**src/sv/rrm_pkg.sv**
```systemverilog
// ----------------------------------------------------------------------------
// rrm_pkg: shared types and constants
// Register map, fixed field widths and pipeline control bundle for the
// requantize / ReLU / max-pool block.
// ----------------------------------------------------------------------------
package rrm_pkg;

	localparam int NUM_LANES   = 4;
	localparam int LVALID_BITS = 3;
	localparam int SCALE_BITS  = 48;
	localparam int MUL_SPLIT   = 32;   // low slice of the multiplier, per partial product
	localparam int APB_DW      = 64;
	localparam int PADDR_BITS  = 5;

	typedef enum logic [1:0] {
		REG_SCALE    = 2'd0,
		REG_RELU     = 2'd1,
		REG_CLAMP_LO = 2'd2,
		REG_CLAMP_HI = 2'd3
	} reg_idx_t;

	// load enables of the lane pipeline stages
	typedef struct packed {
		logic en_s1;
		logic en_s2;
		logic en_s3;
		logic en_s4;
	} pipe_ctl_t;

endpackage

```
**src/sv/rrm_cfg.sv**
```systemverilog
// ----------------------------------------------------------------------------
// rrm_cfg: configuration registers
// APB register file: scale multiplier, ReLU enable and the two clamps.
// ----------------------------------------------------------------------------
module rrm_cfg #(
	parameter int REQUANT_FRAC_BITS = 40,
	parameter int ACT_BITS          = 4
) (
	input  logic                               clk,
	input  logic                               arst_n,
	input  logic                               psel,
	input  logic                               penable,
	input  logic                               pwrite,
	input  logic [rrm_pkg::PADDR_BITS-1:0]     paddr,
	input  logic [rrm_pkg::APB_DW-1:0]         pwdata,
	output logic [rrm_pkg::APB_DW-1:0]         prdata,
	output logic                               pready,
	output logic [rrm_pkg::SCALE_BITS-1:0]     scale,
	output logic                               relu,
	output logic signed [ACT_BITS-1:0]         clamp_low,
	output logic signed [ACT_BITS-1:0]         clamp_high
);
	import rrm_pkg::*;

	localparam logic [SCALE_BITS-1:0] SCALE_RST = SCALE_BITS'(1) << REQUANT_FRAC_BITS;
	localparam logic [ACT_BITS-1:0]   CLO_RST   = {1'b1, {(ACT_BITS-1){1'b0}}};
	localparam logic [ACT_BITS-1:0]   CHI_RST   = {1'b0, {(ACT_BITS-1){1'b1}}};

	reg_idx_t idx;
	logic     wr;

	// registers sit on 8-byte boundaries
	assign idx    = reg_idx_t'(paddr[4:3]);
	assign pready = 1'b1;
	assign wr     = psel && penable && pwrite && pready;

	logic [SCALE_BITS-1:0] scale_q;
	logic                  relu_q;
	logic [ACT_BITS-1:0]   clo_q;
	logic [ACT_BITS-1:0]   chi_q;

	always_ff @(posedge clk or negedge arst_n) begin
		if (!arst_n) begin
			scale_q <= SCALE_RST;
			relu_q  <= 1'b1;
			clo_q   <= CLO_RST;
			chi_q   <= CHI_RST;
		end else if (wr) begin
			case (idx)
				REG_SCALE:    scale_q <= pwdata[SCALE_BITS-1:0];
				REG_RELU:     relu_q  <= pwdata[0];
				REG_CLAMP_LO: clo_q   <= pwdata[ACT_BITS-1:0];
				REG_CLAMP_HI: chi_q   <= pwdata[ACT_BITS-1:0];
				default: ;
			endcase
		end
	end

	always_comb begin
		case (idx)
			REG_SCALE:    prdata = APB_DW'(scale_q);
			REG_RELU:     prdata = APB_DW'(relu_q);
			REG_CLAMP_LO: prdata = APB_DW'(clo_q);
			REG_CLAMP_HI: prdata = APB_DW'(chi_q);
			default:      prdata = '0;
		endcase
	end

	assign scale      = scale_q;
	assign relu       = relu_q;
	assign clamp_low  = signed'(clo_q);
	assign clamp_high = signed'(chi_q);

endmodule

```
**config.mk**
```make
export PLATFORM = sky130hd
export DESIGN_NAME = rrm_cfg
export DESIGN_NICKNAME = d
export VERILOG_FILES = /design/src/sv/rrm_pkg.sv /design/src/sv/rrm_cfg.sv
export SDC_FILE = /design/constraint.sdc
export NUM_CORES = 1
export LEC_CHECK = 0
export ABC_AREA = 1
export BUFFER_PORTS_ARGS = -buffer_cell sky130_fd_sc_hd__buf_4
export CAP_MARGIN = 5
export CORE_MARGIN = 5
export CORE_UTILIZATION = 40
export DETAILED_ROUTE_END_ITERATION = 7
export PLACE_DENSITY_LB_ADDON = 0.25
export REMOVE_ABC_BUFFERS = 1
export SLEW_MARGIN = 25
export SYNTH_ARGS = -nofsm -noshare
export SYNTH_HDL_FRONTEND = slang
export SYNTH_SLANG_ARGS = --single-unit
```
**constraint.sdc**
```tcl
create_clock -name clk -period 1.3 [get_ports clk]
set_input_delay 0.13 -clock clk [delete_from_list [all_inputs] [get_ports clk]]
set_output_delay 0.13 -clock clk [all_outputs]
set_load 0.01 [all_outputs]
```
==> metrics <==
Worst EP arrival=about 1100 ps; Leak=approximately 2.7 nW; vias in the first global route=about 2900; initial antenna violation count=0; final hold vios=0; Final HPWL DP=6056 um; Hold Path Class=in2reg; Mapped Area=0.002805 sq mm; CP required=~1200 ps; Final Critical Period=about 1300 ps; I/O Buffers=approximately 160; total global-route track usage=19.66%; CORE AREA=between 0.006 and 0.007 sq mm; Worst Clk Skew=0 ps; register area=around 0.0014 sq mm; synthesized area per cell=just over 7 sq um; CTS tree=yes; Int Power=between 4 and 5 mW; # rows=30; root buffer cell=clkbuf_8; Initial Util=41.29%; commonest non-fill, non-tap cell in the layout=nand2_1; Die W=roughly 94 um; Ant. Diodes=0; Clock Power Share=between 20 and 30%; IO Pins=196; commonest non-fill, non-tap cells in the layout=nand2_1 (187), buf_4 (167), dfrtp_1 (51), inv_1 (47), nor2_1 (47); RSZ-0062 raised after global routing=true; later-pin clock latency in the skew report=approximately 320 ps; Crit Path Category=reg2out; Seq/Total Area, Yosys=about 51%; Design Power=between 6 and 7 mW; R2R setup slack=about 460 ps; Worst Setup End Kind=output pin; VDD IR max=0.0006481 V; largest net degree at the start of global routing=slightly below 50; P per Cell Area=1329 mW/mm^2; full die area=around 0.0088 sq mm; CTS HTree Levels=3; Vias=2951; max-cap violation count=0; Final setup viols=0; final antenna-violating net count=0; grt ovf=0; layout cell share with drive strength beyond 1=between 30 and 40%; Max Freq=0.7916 GHz; Synth Register Bits=57; placed cells=632; cts bufs inserted=9; RD Place Congestion=between 0.8 and 0.9; area of the multi-input gates=roughly 0.0010 sq mm; switching share of power=30.72%; status=finished clean; Synth Instances=between 300 and 400; switching power total=1.906 mW; WL final=a little under 9000 um; clock slew at reported path FFs=70 ps; synth warn=0; Yosys cell types=15; proportion of power drawn by flip-flops and latches=40.2%; via/cell ratio=between 4 and 5; wire length of the first global-routing pass=between 10000 and 15000 um; maximum root-to-sink buffer count=2; Pre-antenna DRT Iters=4; die height=between 90 and 100 um; WL per Instance=~13 um; Final Max Slew Viols=0; clock sink total=57; DR iter-0 viols=74; Syn-to-layout area delta=66.32%; fin cells=687; CP Max Fanout=3; drt drc=0; fin nets=between 600 and 700; Combinational Power Share=a little under a third; fillcell total=between 500 and 600; Tcrit/Tclk final=a little over nine tenths; crit start category=register
## cell usage after synthesis
cell type / number / area [sq um]
dfrtp_1: 51 / 1276
buf_4: 21 / 157.7
nand2_4: 1 / 11.26
nand4_1: 1 / 6.260
dfstp_2: 6 / 157.7
buf_6: 2 / 22.52
buf_2: 8 / 40.04
conb_1: 2 / 7.510
nor2_4: 1 / 11.26
nand2_1: 187 / 701.9
inv_2: 2 / 7.510
nand3_1: 8 / 40.04
inv_1: 47 / 176.4
nor2_1: 47 / 176.4
nor2_2: 2 / 12.51
## state kept, by name, summed over array words and instances, names as in the netlist
name        cells
clamp_high      4
clamp_low       4
scale          48
relu            1
## metal layers
metal  routed length [um]  share of wire (%)  global-route usage [%]  up-vias
li1                     -                  -                       -     1474
met1                 3463                 40                   22.45     1343
met2                 4305                 50                   33.65      121
met3                  775                8.9                   6.330       13
met4                  142                1.6                   8.303        0
met5                    0                  0                       0        -
## layout make-up
type	instances	area share, %
tap	96	2.574
clock inverter	5	1.689
multi-input combinational	264	22.15
clock buffer	11	3.030
timing repair buffer	205	35.88
sequential	57	30.73
inverter	49	3.942
## path summary, 6_finish.rpt
check | start | end | cells past startpoint
setup reg to reg | scale[40] | scale[40] | 3
max in group asynchronous | arst_n | clamp_high[2] | 3
hold reg to reg | clamp_high[2] | clamp_high[2] | 2
min in group asynchronous | arst_n | scale[11] | 2
hold / removal | pwdata[23] | scale[23] | 3
setup / recovery | relu | prdata[0] | 3
## stage by stage
step | utilization, % | worst slack, ps | hold WS, ps | area (sq um) | setup TNS (ps)
2_1_floorplan | - | -9.258 | -165.6 | 2641 | -435.1
3_3_place_gp | 59.72 | 240.8 | 67.37 | 4058 | 0
3_5_place_dp | 59.72 | 214.2 | 64.42 | 4058 | 0
4_1_cts | 68.20 | 11.65 | 0.2101 | 4633 | 0
5_1_grt | 68.67 | -8.104 | 5.362 | 4666 | -11.05
6_report | 68.67 | 36.69 | 12.50 | 4666 | 0
## timing repair
action,CTS,global route
pin swaps,1,5
gates resized for setup,0,2
setup endpoints to repair,2,5
hold buffers,34,0
endpoints found under the hold margin,57,0
cloned,0,0
buffers inserted,2,3
## cells by family (layout without fill, tap and decap cells)
kind of cell  Yosys count  after routing  share of synthesized area, %
simple gates          247            247                         34.21
buf+inv                80            270                         14.41
flops                  57             57                         51.11
other cells             2             17                        0.2677
## power groups by stage
stage	Sequential (mW)	Clock [mW]	Combinational, mW
floorplan	2.62	0	0.546
global placement	2.50	0	1.73
detailed placement	2.51	0	1.78
CTS	2.49	1.86	1.88
global route	2.55	1.94	2.09
finish	2.49	1.82	1.90
## worst max-delay path, stage by stage (launching register included)
cell,delay (ps)
dfstp_2,550
nand3_2,50
nand4_1,80
buf_4,120
No activity file was read; power rests on OpenSTA's default activity.
