--- config.mk ---
export PLATFORM = sky130hd
export DESIGN_NAME = rrm_merge
export DESIGN_NICKNAME = d
export VERILOG_FILES = /design/src/sv/rrm_pkg.sv /design/src/sv/rrm_merge.sv
export SDC_FILE = /design/constraint.sdc
export NUM_CORES = 1
export LEC_CHECK = 0
export ABC_AREA = 1
export BUFFER_PORTS_ARGS = -buffer_cell sky130_fd_sc_hd__buf_2
export CAP_MARGIN = 20
export CELL_PAD_IN_SITES_DETAIL_PLACEMENT = 1
export CELL_PAD_IN_SITES_GLOBAL_PLACEMENT = 1
export CORE_ASPECT_RATIO = 2
export CORE_MARGIN = 2
export CORE_UTILIZATION = 25
export CTS_CLUSTER_DIAMETER = 200
export CTS_CLUSTER_SIZE = 12
export DETAILED_ROUTE_END_ITERATION = 6
export GPL_TIMING_DRIVEN = 0
export PLACE_DENSITY = 0.58
export SLEW_MARGIN = 15
export SYNTH_ARGS = -nofsm -noshare
export SYNTH_HDL_FRONTEND = slang
export SYNTH_SLANG_ARGS = --single-unit
--- constraint.sdc ---
create_clock -name clk -period 4.37 [get_ports clk]
set_input_delay 0.6555 -clock clk [delete_from_list [all_inputs] [get_ports clk]]
set_output_delay 0.6555 -clock clk [all_outputs]
set_load 0.02 [all_outputs]
--- src/sv/rrm_pkg.sv ---
// ----------------------------------------------------------------------------
// rrm_pkg: shared types and constants
// Register map, fixed field widths and pipeline control bundle for the
// requantize / ReLU / max-pool block.
// ----------------------------------------------------------------------------
package rrm_pkg;

	localparam int NUM_LANES   = 4;
	localparam int LVALID_BITS = 3;
	localparam int SCALE_BITS  = 48;
	localparam int MUL_SPLIT   = 32;   // low slice of the multiplier, per partial product
	localparam int APB_DW      = 64;
	localparam int PADDR_BITS  = 5;

	typedef enum logic [1:0] {
		REG_SCALE    = 2'd0,
		REG_RELU     = 2'd1,
		REG_CLAMP_LO = 2'd2,
		REG_CLAMP_HI = 2'd3
	} reg_idx_t;

	// load enables of the lane pipeline stages
	typedef struct packed {
		logic en_s1;
		logic en_s2;
		logic en_s3;
		logic en_s4;
	} pipe_ctl_t;

endpackage

--- src/sv/rrm_merge.sv ---
// ----------------------------------------------------------------------------
// rrm_merge: lane merge and output register
// Registers the lane results and the maximum over zero and all lanes.
// ----------------------------------------------------------------------------
module rrm_merge #(
	parameter int ACT_BITS = 4
) (
	input  logic                       clk,
	input  logic                       en_s5,
	input  logic signed [ACT_BITS-1:0] act_in [rrm_pkg::NUM_LANES],
	output logic signed [ACT_BITS-1:0] act_s5 [rrm_pkg::NUM_LANES],
	output logic [ACT_BITS-2:0]        pool_s5
);
	import rrm_pkg::*;

	logic signed [ACT_BITS-1:0] best;

	// idle lanes arrive as zero, so they never raise the maximum
	always_comb begin
		best = '0;
		for (int i = 0; i < NUM_LANES; i++) begin
			if (act_in[i] > best)
				best = act_in[i];
		end
	end

	always_ff @(posedge clk) begin
		if (en_s5) begin
			act_s5  <= act_in;
			pool_s5 <= best[ACT_BITS-2:0];
		end
	end

endmodule

==> results.md <==
- Number of gates given a new drive strength after cts: 0
- Avg Vias per Cell: 4.329
- Run status: completed
- Area delta synth->final: 25.32%
- Met3 routing resource usage after global routing: 0.008929
- Number of ports placed on the die boundary: 37
- Most common cell after layout, fill and taps aside: sky130_fd_sc_hd__buf_2
- Number of instances in the synthesized netlist: 118
- DP Cell Count: 209
- Most frequent cells in the layout: sky130_fd_sc_hd__buf_2 (36), sky130_fd_sc_hd__nand2_1 (26), sky130_fd_sc_hd__edfxtp_1 (19), sky130_fd_sc_hd__inv_1 (16), sky130_fd_sc_hd__nand3_1 (11)
- Post-layout min period: 3671 ps
- Wire length reported by the detailed router: approximately 2.5 mm
- Starting Density: 0.2549
- Final setup violation count: 0
- Synth Register Bits: 19
- Routed WL per cell: 11.57 um
- Full die area: between 0.005 and 0.006 mm2
- Routed Antenna Nets: 0
- Row cnt: 35
- Chip height: 100.4 um
- End of the worst hold path: act_s5[8]
- H-tree level count: 1
- Initial antenna violation count: 0
- Post-synthesis instance area: 0.001161 mm2
- Grt ovf: 0
- Count of inserted antenna diode cells: 0
- Post-route total power: 0.5377 mW
- Die span in x: roughly 52 um
- Maximum buffer depth of the clock tree: 2
- Met1 usage in global routing: 0.1017
- Sequential area share after synthesis: 0.4914
- Period utilization: 0.8401
- Post-CTS clock slew at the launch and capture registers of the worst setup and hold paths: 60 ps
- Sinks on Clock Net: 19
- Layer with the highest usage after global routing: met2
- Syn nets: ~150
- Min-delay worst type: primary input to register
- TritonCTS Buffers: 3
- Total power per unit cell area: 369.5 mW/mm2
- Count of port buffers added during placement: 36
- Peak Freq: 0.2724 GHz
- Total number of vias: 922
- Number of nets in the finished design: between 150 and 200
- Clk Tree Root Cell: sky130_fd_sc_hd__clkbuf_8
- Worst-case vdd ir drop: 0.1070 mV
- Top-area cell type share of the netlist area: 0.4914
- Worst endpoint required time: between 4000 and 5000 ps
- Hold Crit Depth: 1
- GRT Util Overall: 0.1099
- Maximum number of pins on one net before global-route repair: 20
- Critical hold path startpoint: act_in[8]
- Max capacitance violation total: 0
- Clock tree from TritonCTS: built
- GR met2 Demand/Resource: 0.2220
- Cell type with the highest aggregate area in the netlist: sky130_fd_sc_hd__edfxtp_1
- Routability-driven placement congestion ratio: slightly below 0.8
- Area contributors post-synth: sky130_fd_sc_hd__edfxtp_1 (49%), sky130_fd_sc_hd__ha_1 (11%), sky130_fd_sc_hd__nand2_1 (8.4%), sky130_fd_sc_hd__inv_1 (5.2%), sky130_fd_sc_hd__nand3_1 (4.7%)
- Critical path launch point type: primary input
- Unrepaired setup endpoints after global routing: false
- First-pass GRT wire length: 4.264 mm
- Vias in the first global route: slightly above 1k
- Detailed-placement wirelength estimate: 2.252 mm
- Count of TritonRoute iterations in the first routing pass: 2
- Total Neg Setup Slack: 0 ps
- Violation count after the first detailed-routing iteration: 10
- Leak Pwr: 0.7124 nW
- Setup crit end kind: register
- Floorplan core area: 0.004554 mm2
- Count of final hold-check violations: 0
- Count of unique library cells instantiated by Yosys: 22
- Arrival time of data at the critical path endpoint: 3670 ps
- Fraction of layout instances using a drive strength above 1: 0.3734
- Per-instance average area after synthesis: 9.840 um2
- Layout Cells excl Fill: 213
- Total DRC errors in the routed layout: 0
- Hold buffers post-CTS: 0
- Worst setup path class: primary input to register
- Number of warning messages in the yosys log: 0
- Biggest fanout along the worst timing path: 5
- Number of buffers inserted to repair setup after CTS: 0
- Max-slew violations: 0
## flip-flops by register name (all words and copies together) (netlist names)
| register | cells |
|---|---|
| pool_s5 | 3 |
| act_s5 | 16 |
## synthesized netlist by cell type
cell type and count:
sky130_fd_sc_hd__nand2_4 1, sky130_fd_sc_hd__nand2_2 8, sky130_fd_sc_hd__nor2_2 2, sky130_fd_sc_hd__o21a_1 1, sky130_fd_sc_hd__inv_2 3, sky130_fd_sc_hd__nand3_1 11, sky130_fd_sc_hd__or2_2 1, sky130_fd_sc_hd__nand3_4 2
sky130_fd_sc_hd__nand2_1 26, sky130_fd_sc_hd__inv_1 16, sky130_fd_sc_hd__nor2_1 6, sky130_fd_sc_hd__nand3b_4 1, sky130_fd_sc_hd__conb_1 1, sky130_fd_sc_hd__ha_1 10, sky130_fd_sc_hd__edfxtp_1 19, sky130_fd_sc_hd__and2_1 1
sky130_fd_sc_hd__o21ai_0 1, sky130_fd_sc_hd__nor2_4 2, sky130_fd_sc_hd__nand3b_1 1, sky130_fd_sc_hd__o211ai_1 1, sky130_fd_sc_hd__o21ai_1 1, sky130_fd_sc_hd__nand4_1 3
## final cells by class
class | count | area, um2
inverters | 19 | 71.32
repair buffers | 36 | 180.2
flip-flops and latches | 19 | 570.5
clock buffers | 4 | 45.04
fillers | 565 | 3099
multi-input cells | 80 | 519.2
well taps | 55 | 68.82
## metal layers
metal	vias to the layer above	wire length, um
met5	-	0
met4	0	47
met3	2	57
met2	16	1511
met1	434	846
li1	470	-
## where the power goes
| group | internal (mW) | switching, mW | total, mW |
|---|---|---|---|
| sequential | 0.226 | 0.00381 | 0.230 |
| combinational | 0.0709 | 0.123 | 0.194 |
| clock | 0.0644 | 0.0487 | 0.113 |
| total | 0.362 | 0.176 | 0.538 |
## critical path, stage by stage
cell and delay [ps]:
sky130_fd_sc_hd__buf_2 120, sky130_fd_sc_hd__nor2_1 150, sky130_fd_sc_hd__inv_1 90, sky130_fd_sc_hd__ha_1 290, sky130_fd_sc_hd__nand2_1 80, sky130_fd_sc_hd__nor2_2 50, sky130_fd_sc_hd__nor2_4 140, sky130_fd_sc_hd__nand2_4 90
sky130_fd_sc_hd__o21ai_0 320, sky130_fd_sc_hd__ha_1 220, sky130_fd_sc_hd__nand2_1 50, sky130_fd_sc_hd__nand2_1 60, sky130_fd_sc_hd__inv_1 40, sky130_fd_sc_hd__nand2_2 60, sky130_fd_sc_hd__nand3_4 90, sky130_fd_sc_hd__nand3_4 100
sky130_fd_sc_hd__nand2_2 60, sky130_fd_sc_hd__and2_1 140, sky130_fd_sc_hd__ha_1 270, sky130_fd_sc_hd__nand3_1 70, sky130_fd_sc_hd__nand3_1 90, sky130_fd_sc_hd__o21a_1 190, sky130_fd_sc_hd__inv_1 80, sky130_fd_sc_hd__nand2_1 80
sky130_fd_sc_hd__nand2_1 60
## worst max path at each step
stage,startpoint,endpoint,slack [ps],cells past startpoint
2_1_floorplan,act_in[14],pool_s5[1],960,23
3_3_place_gp,act_in[15],pool_s5[2],450,25
3_5_place_dp,act_in[14],pool_s5[2],390,25
4_1_cts,act_in[14],pool_s5[2],650,25
5_1_grt,act_in[14],pool_s5[1],290,27
6_report,act_in[15],pool_s5[2],700,25
## logic make-up after synthesis
logic type      after synthesis  share of synthesized area
compound gates                4                    0.02155
fa+ha+maj                    10                     0.1078
buf+inv                      19                    0.06142
flops                        19                     0.4914
other cells                   1                   0.003230
simple gates                 65                     0.3147
## per-stage QoR
step	instance area [um2]	worst slack [ps]	util	hold WS, ps
6_report	1455	698.7	0.3195	610.4
5_1_grt	1455	291.6	0.3195	611.2
4_1_cts	1455	648.8	0.3195	605.5
3_5_place_dp	1410	392.1	0.3096	862.7
3_3_place_gp	1410	451.4	0.3096	851.6
2_1_floorplan	1161	961.7	-	754.4
(Power assumes the default switching activity.)
