`config.mk`:
```
export PLATFORM = sky130hd
export DESIGN_NAME = rrm_lane
export DESIGN_NICKNAME = d
export VERILOG_FILES = /design/src/sv/rrm_pkg.sv /design/src/sv/rrm_lane.sv
export SDC_FILE = /design/constraint.sdc
export NUM_CORES = 2
export LEC_CHECK = 0
export ABC_AREA = 1
export ABC_CLOCK_PERIOD_IN_PS = 9600
export BUFFER_PORTS_ARGS = -buffer_cell sky130_fd_sc_hd__buf_4
export CAP_MARGIN = 20
export CORE_MARGIN = 8
export CORE_UTILIZATION = 35
export DETAILED_ROUTE_END_ITERATION = 16
export GPL_ROUTABILITY_DRIVEN = 0
export PLACE_DENSITY = 0.6
export SETUP_SLACK_MARGIN = 0.05
export SYNTH_ARGS = -nofsm -noshare
export SYNTH_HDL_FRONTEND = slang
export SYNTH_SLANG_ARGS = --single-unit
```
`constraint.sdc`:
```
create_clock -name clk -period 9.6 [get_ports clk]
set_clock_uncertainty 0.1 [all_clocks]
set_input_delay 0.48 -clock clk [delete_from_list [all_inputs] [get_ports clk]]
set_output_delay 0.48 -clock clk [all_outputs]
set_load 0.01 [all_outputs]
```
`src/sv/rrm_pkg.sv`:
```
// ----------------------------------------------------------------------------
// rrm_pkg: shared types and constants
// Register map, fixed field widths and pipeline control bundle for the
// requantize / ReLU / max-pool block.
// ----------------------------------------------------------------------------
package rrm_pkg;

	localparam int NUM_LANES   = 4;
	localparam int LVALID_BITS = 3;
	localparam int SCALE_BITS  = 48;
	localparam int MUL_SPLIT   = 32;   // low slice of the multiplier, per partial product
	localparam int APB_DW      = 64;
	localparam int PADDR_BITS  = 5;

	typedef enum logic [1:0] {
		REG_SCALE    = 2'd0,
		REG_RELU     = 2'd1,
		REG_CLAMP_LO = 2'd2,
		REG_CLAMP_HI = 2'd3
	} reg_idx_t;

	// load enables of the lane pipeline stages
	typedef struct packed {
		logic en_s1;
		logic en_s2;
		logic en_s3;
		logic en_s4;
	} pipe_ctl_t;

endpackage

```
`src/sv/rrm_lane.sv`:
```
// ----------------------------------------------------------------------------
// rrm_lane: one requantization lane
// Magnitude, split multiply, product sum, round-half-even, ReLU and clamp
// over four pipeline stages.
// ----------------------------------------------------------------------------
module rrm_lane #(
	parameter int REQUANT_FRAC_BITS = 40,
	parameter int ACC_BITS          = 32,
	parameter int ACT_BITS          = 4
) (
	input  logic                           clk,
	input  rrm_pkg::pipe_ctl_t             ctl,
	input  logic signed [ACC_BITS-1:0]     acc,
	input  logic                           lane_on,
	input  logic [rrm_pkg::SCALE_BITS-1:0] scale,
	input  logic                           relu,
	input  logic signed [ACT_BITS-1:0]     clamp_low,
	input  logic signed [ACT_BITS-1:0]     clamp_high,
	output logic signed [ACT_BITS-1:0]     act_s4
);
	import rrm_pkg::*;

	localparam int F         = REQUANT_FRAC_BITS;
	localparam int HI_BITS   = SCALE_BITS - MUL_SPLIT;
	localparam int PLO_BITS  = ACC_BITS + MUL_SPLIT;
	localparam int PHI_BITS  = ACC_BITS + HI_BITS;
	localparam int PROD_BITS = ACC_BITS + SCALE_BITS;
	localparam int QW        = PROD_BITS - F;
	localparam int RW        = ACT_BITS + 2;
	localparam logic [PROD_BITS-1:0] STICKY_MASK = (PROD_BITS'(1) << (F - 1)) - PROD_BITS'(1);

	// stage 1: sign and magnitude
	logic                neg_s1, zero_s1, on_s1;
	logic [ACC_BITS-1:0] mag_s1;

	always_ff @(posedge clk) begin
		if (ctl.en_s1) begin
			neg_s1  <= acc[ACC_BITS-1];
			zero_s1 <= (acc == '0);
			on_s1   <= lane_on;
			mag_s1  <= acc[ACC_BITS-1] ? ACC_BITS'(-acc) : ACC_BITS'(acc);
		end
	end

	// stage 2: two partial products
	logic                neg_s2, zero_s2, on_s2;
	logic [PLO_BITS-1:0] plo_s2;
	logic [PHI_BITS-1:0] phi_s2;

	always_ff @(posedge clk) begin
		if (ctl.en_s2) begin
			neg_s2  <= neg_s1;
			zero_s2 <= zero_s1;
			on_s2   <= on_s1;
			plo_s2  <= PLO_BITS'(mag_s1) * PLO_BITS'(scale[MUL_SPLIT-1:0]);
			phi_s2  <= PHI_BITS'(mag_s1) * PHI_BITS'(scale[SCALE_BITS-1:MUL_SPLIT]);
		end
	end

	// stage 3: full product
	logic                 neg_s3, zero_s3, on_s3;
	logic [PROD_BITS-1:0] prod_s3;

	always_ff @(posedge clk) begin
		if (ctl.en_s3) begin
			neg_s3  <= neg_s2;
			zero_s3 <= zero_s2;
			on_s3   <= on_s2;
			prod_s3 <= PROD_BITS'(plo_s2) + (PROD_BITS'(phi_s2) << MUL_SPLIT);
		end
	end

	// stage 4: round, saturate, sign, clamp
	logic [QW-1:0]              q_full;
	logic                       over, sticky, inc;
	logic [ACT_BITS:0]          q_sat;
	logic signed [RW-1:0]       r_val, r_hi, chi, clo;
	logic signed [ACT_BITS-1:0] act_d;

	always_comb begin
		q_full = prod_s3[PROD_BITS-1:F];
		// anything past the activation range ends up on a clamp anyway
		over   = |q_full[QW-1:ACT_BITS];
		sticky = |(prod_s3 & STICKY_MASK);
		inc    = prod_s3[F-1] & (sticky | q_full[0]);
		if (over)
			q_sat = {1'b1, {ACT_BITS{1'b0}}};
		else
			q_sat = {1'b0, q_full[ACT_BITS-1:0]} + (ACT_BITS+1)'(inc);
		r_val = neg_s3 ? -signed'(RW'(q_sat)) : signed'(RW'(q_sat));
		chi   = RW'(clamp_high);
		clo   = RW'(clamp_low);
		r_hi  = (r_val > chi) ? chi : r_val;
		if (r_hi < clo)
			r_hi = clo;
		// ReLU on a non-positive accumulator bypasses the clamps
		if (!on_s3 || (relu && (neg_s3 || zero_s3)))
			act_d = '0;
		else
			act_d = r_hi[ACT_BITS-1:0];
	end

	always_ff @(posedge clk) begin
		if (ctl.en_s4)
			act_s4 <= act_d;
	end

endmodule

```
==> flow_metrics.py <==
metrics = {
    "global_route": {
        "grtUsageMet3": 0.0313,
        "grt_use_total": 0.184,
        "gr-total-overflow": 0,
        "grt_max_degree": 71,
        "gr-usage-met2": 0.300,
        "grt_pass1_wl_um": 281000,
        "grt_pass1_vias": 51200,
        "grt_antenna_before_repair": 6,
        "top_usage_layer": "met2",
        "grt_use_met1": 0.252,
    },
    "worst_setup_path": {
        "cp_cell_sequence": "buf_4 -> buf_4 -> nand2_1 -> fa_1 -> inv_1 -> fa_1 -> fa_1 -> fa_1 -> fa_1 -> fa_1 -> fa_1 -> inv_1 -> fa_1 -> inv_1 -> ha_1 -> a21o_1 -> a21oi_1 -> o21ai_0 -> a21oi_1 -> nand3_2 -> a21o_2 -> nand2_1 -> nand2_1 -> xor2_1",
        "critPathMaxFanout": 20,
        "crit_slowest_cell": "edfxtp_1",
        "crit_top_cell": "fa_1",
        "timing.rr.start": "mag_s1[7]",
        "cp-startpoint": "mag_s1[7]",
        "critPathMaxStageDelay_ns": 1.08,
        "cp_data_arrival_time_ns": 8.28,
        "critical_path_class": "reg2reg",
        "critPathLaunchType": "register",
        "critPathRequiredTime_ns": 9.83,
        "worstSetupEndpointType": "register",
    },
    "die": {
        "floorplan.rows": 154,
        "dieHeight_um": 436,
        "die_area_mm2": 0.190,
        "die_x_um": 436,
        "core_mm2": 0.176,
        "ios": 99,
        "initial_core_util": 0.351,
    },
    "layout": {
        "n_fill_cell": 18000,
        "fin_cells": 9691,
        "nets": 9163,
        "final_core_util": 0.374,
        "synthToLayoutAreaGrowth_pct": 6.37,
        "multi_input_area_mm2": 0.0451,
        "final_cell_area_mm2": 0.0657,
        "seq_area_mm2": 0.00712,
        "drive_above_1_share": 0.0389,
    },
    "routing": {
        "firstDrtPassIters": 8,
        "wl_per_cell_um": 18.0,
        "drc": 0,
        "drt-initial-drc-count": 3464,
        "routed_via_density": 4.83,
        "vias": 46800,
        "totalWireLength_um": 175000,
        "detail-route-antenna-nets": 0,
    },
    "timing": {
        "finalCritPeriodShare": 0.839,
        "setup_viol": 0,
        "rsz0062_at_grt": "no",
        "timing.fmax_ghz": 0.124,
        "slew_headroom": 0.271,
        "slew_violations": 0,
        "hold_viol_final": 0,
        "fin_setup_tns_ns": 0,
        "worstMarginPinSlew_ns": 1.09,
        "min_period_ns": 8.05,
    },
    "cts": {
        "cts_resized": 0,
        "root_buffer": "clkbuf_16",
        "tritoncts.num_buffers": 29,
        "cts_sinks": 237,
        "clock_latency_ns": 0.63,
        "ctsHtreeMaxLevel": 1,
        "cts_tree": "built",
        "clk_path_buf_depth": 3,
        "path_clk_slew_ns": 0.07,
    },
    "yosys": {
        "synthCells": 7447,
        "ys_ff_latch": 237,
        "avgSynthCellArea_um2": 8.29,
        "async_reset_ff_frac": 0,
        "yosys_warnings": 0,
        "synth_ff_type": "edfxtp_1",
        "synth_edf_count": 237,
        "synth_top_area_frac": 0.427,
        "synth_top_area_cell": "fa_1",
        "syn_area_mm2": 0.0617,
        "synth_cell_types": 61,
        "ys_seq_area_frac": 0.115,
        "syn_nets": 9286,
        "synthTopCellsByArea": "fa_1, inv_1, edfxtp_1, nand2_1, ha_1",
    },
    "job": {
        "cap_violations": 0,
    },
    "placement": {
        "dp_hpwl_um": 141000,
        "place_area_mm2": 0.0647,
        "placedCellCount": 9628,
        "port_buffers": 98,
    },
    "min_path": {
        "hold_class": "in2reg",
        "min_from": "acc[29]",
    },
    "run_status": {
        "outcome": "complete, no violations",
    },
}
-- worst max-delay path, delay by kind of cell, from the launching register on --
family                   cells  cell delay (ns)
AO/OA/AOI/OAI                5             0.96
XOR/XNOR                     1             0.15
adder cells (fa/ha/maj)      9             4.23
buffers and inverters        5             0.85
flip-flops                   1             1.08
AND/OR/NAND/NOR              4             0.36
-- cells in the final DEF, fill, tap and decap left out, types with 5 or more instances in the layout --
cell type | synthesis | layout
o21ai_1 | 10 | 10
o21ai_0 | 93 | 93
a21oi_1 | 188 | 188
xor2_1 | 112 | 112
nand3_1 | 49 | 49
ha_1 | 429 | 429
a21oi_2 | 13 | 13
nand2_1 | 1885 | 1885
edfxtp_1 | 237 | 237
nand2_2 | 16 | 16
o21a_1 | 17 | 17
a21o_1 | 20 | 20
clkinv_1 | 0 | 7
nor4_1 | 15 | 15
inv_2 | 5 | 5
o21bai_1 | 10 | 10
o21bai_2 | 7 | 7
buf_4 | 0 | 144
fa_1 | 1315 | 1315
nand4_1 | 14 | 14
inv_1 | 2220 | 2220
o21ai_2 | 15 | 15
a31oi_1 | 38 | 38
nor3_1 | 27 | 27
clkbuf_16 | 0 | 29
nor2_1 | 264 | 264
xnor2_1 | 73 | 73
-- cells in the mapped netlist (15+ instances only) --
| library cell | count |
|---|---|
| a21o_1 | 20 |
| nor4_1 | 15 |
| nor3_1 | 27 |
| ha_1 | 429 |
| a31oi_1 | 38 |
| clkbuf_1 | 257 |
| nor2_1 | 264 |
| nand2_2 | 16 |
| buf_1 | 50 |
| nand2_1 | 1885 |
| o21ai_2 | 15 |
| fa_1 | 1315 |
| o21ai_0 | 93 |
| xnor2_1 | 73 |
| a21oi_1 | 188 |
| nand3_1 | 49 |
| inv_1 | 2220 |
| edfxtp_1 | 237 |
| o21a_1 | 17 |
| xor2_1 | 112 |
-- layout make-up --
class,instances,area share
multi-input combinational,4678,0.687
inverter,2225,0.127
sequential,237,0.108
tap,2340,0.0446
timing repair buffer,153,0.0188
clock buffer,32,0.0112
clock inverter,22,0.00263
antenna,4,0.000152
-- per-stage QoR --
step	setup WS, ns	hold slack [ns]
3_3_place_gp	1.76	0.303
6_report	1.55	0.0625
2_1_floorplan	2.72	0.300
4_1_cts	1.56	0.00103
3_5_place_dp	1.68	0.305
5_1_grt	1.20	0.0329
-- state kept, by name (all words and copies together), names as in the netlist, 4 cells and up --
name     flops
plo_s2      64
phi_s2      48
prod_s3     80
mag_s1      32
act_s4       4
-- logic make-up after synthesis --
logic type | count (synthesis) | share of synthesized area
flip-flops | 237 | 0.115
AO/OA/AOI/OAI | 451 | 0.0448
buffers and inverters | 2532 | 0.154
adder cells (fa/ha/maj) | 1744 | 0.513
XOR/XNOR | 186 | 0.0265
AND/OR/NAND/NOR | 2297 | 0.146
-- final timing paths --
kind | cells after the start | endpoint | slack, ns
worst min-delay path | 2 | mag_s1[29] | 0.06
worst max register to register | 24 | plo_s2[62] | 1.55
worst max-delay path | 24 | plo_s2[62] | 1.55
worst min register to register | 0 | prod_s3[19] | 0.31
-- per-layer routing --
metal  up-vias  routed length [µm]  part of all wire
met4         0                5550             0.032
li1      21000                   -                 -
met2      1869               79100              0.45
met3       302               14600             0.084
met1     23600               75400              0.43
met5         -                   0                 0
-- timing repair --
item | CTS | global route
hold buffers | 3 | 0
endpoints found under the hold margin | 6 | 0
endpoints found under the setup margin | 0 | 0
setup buffers | 0 | 0
Power is not shown: default switching activity piles up to over one toggle a cycle in this logic, so the estimate is an artifact.
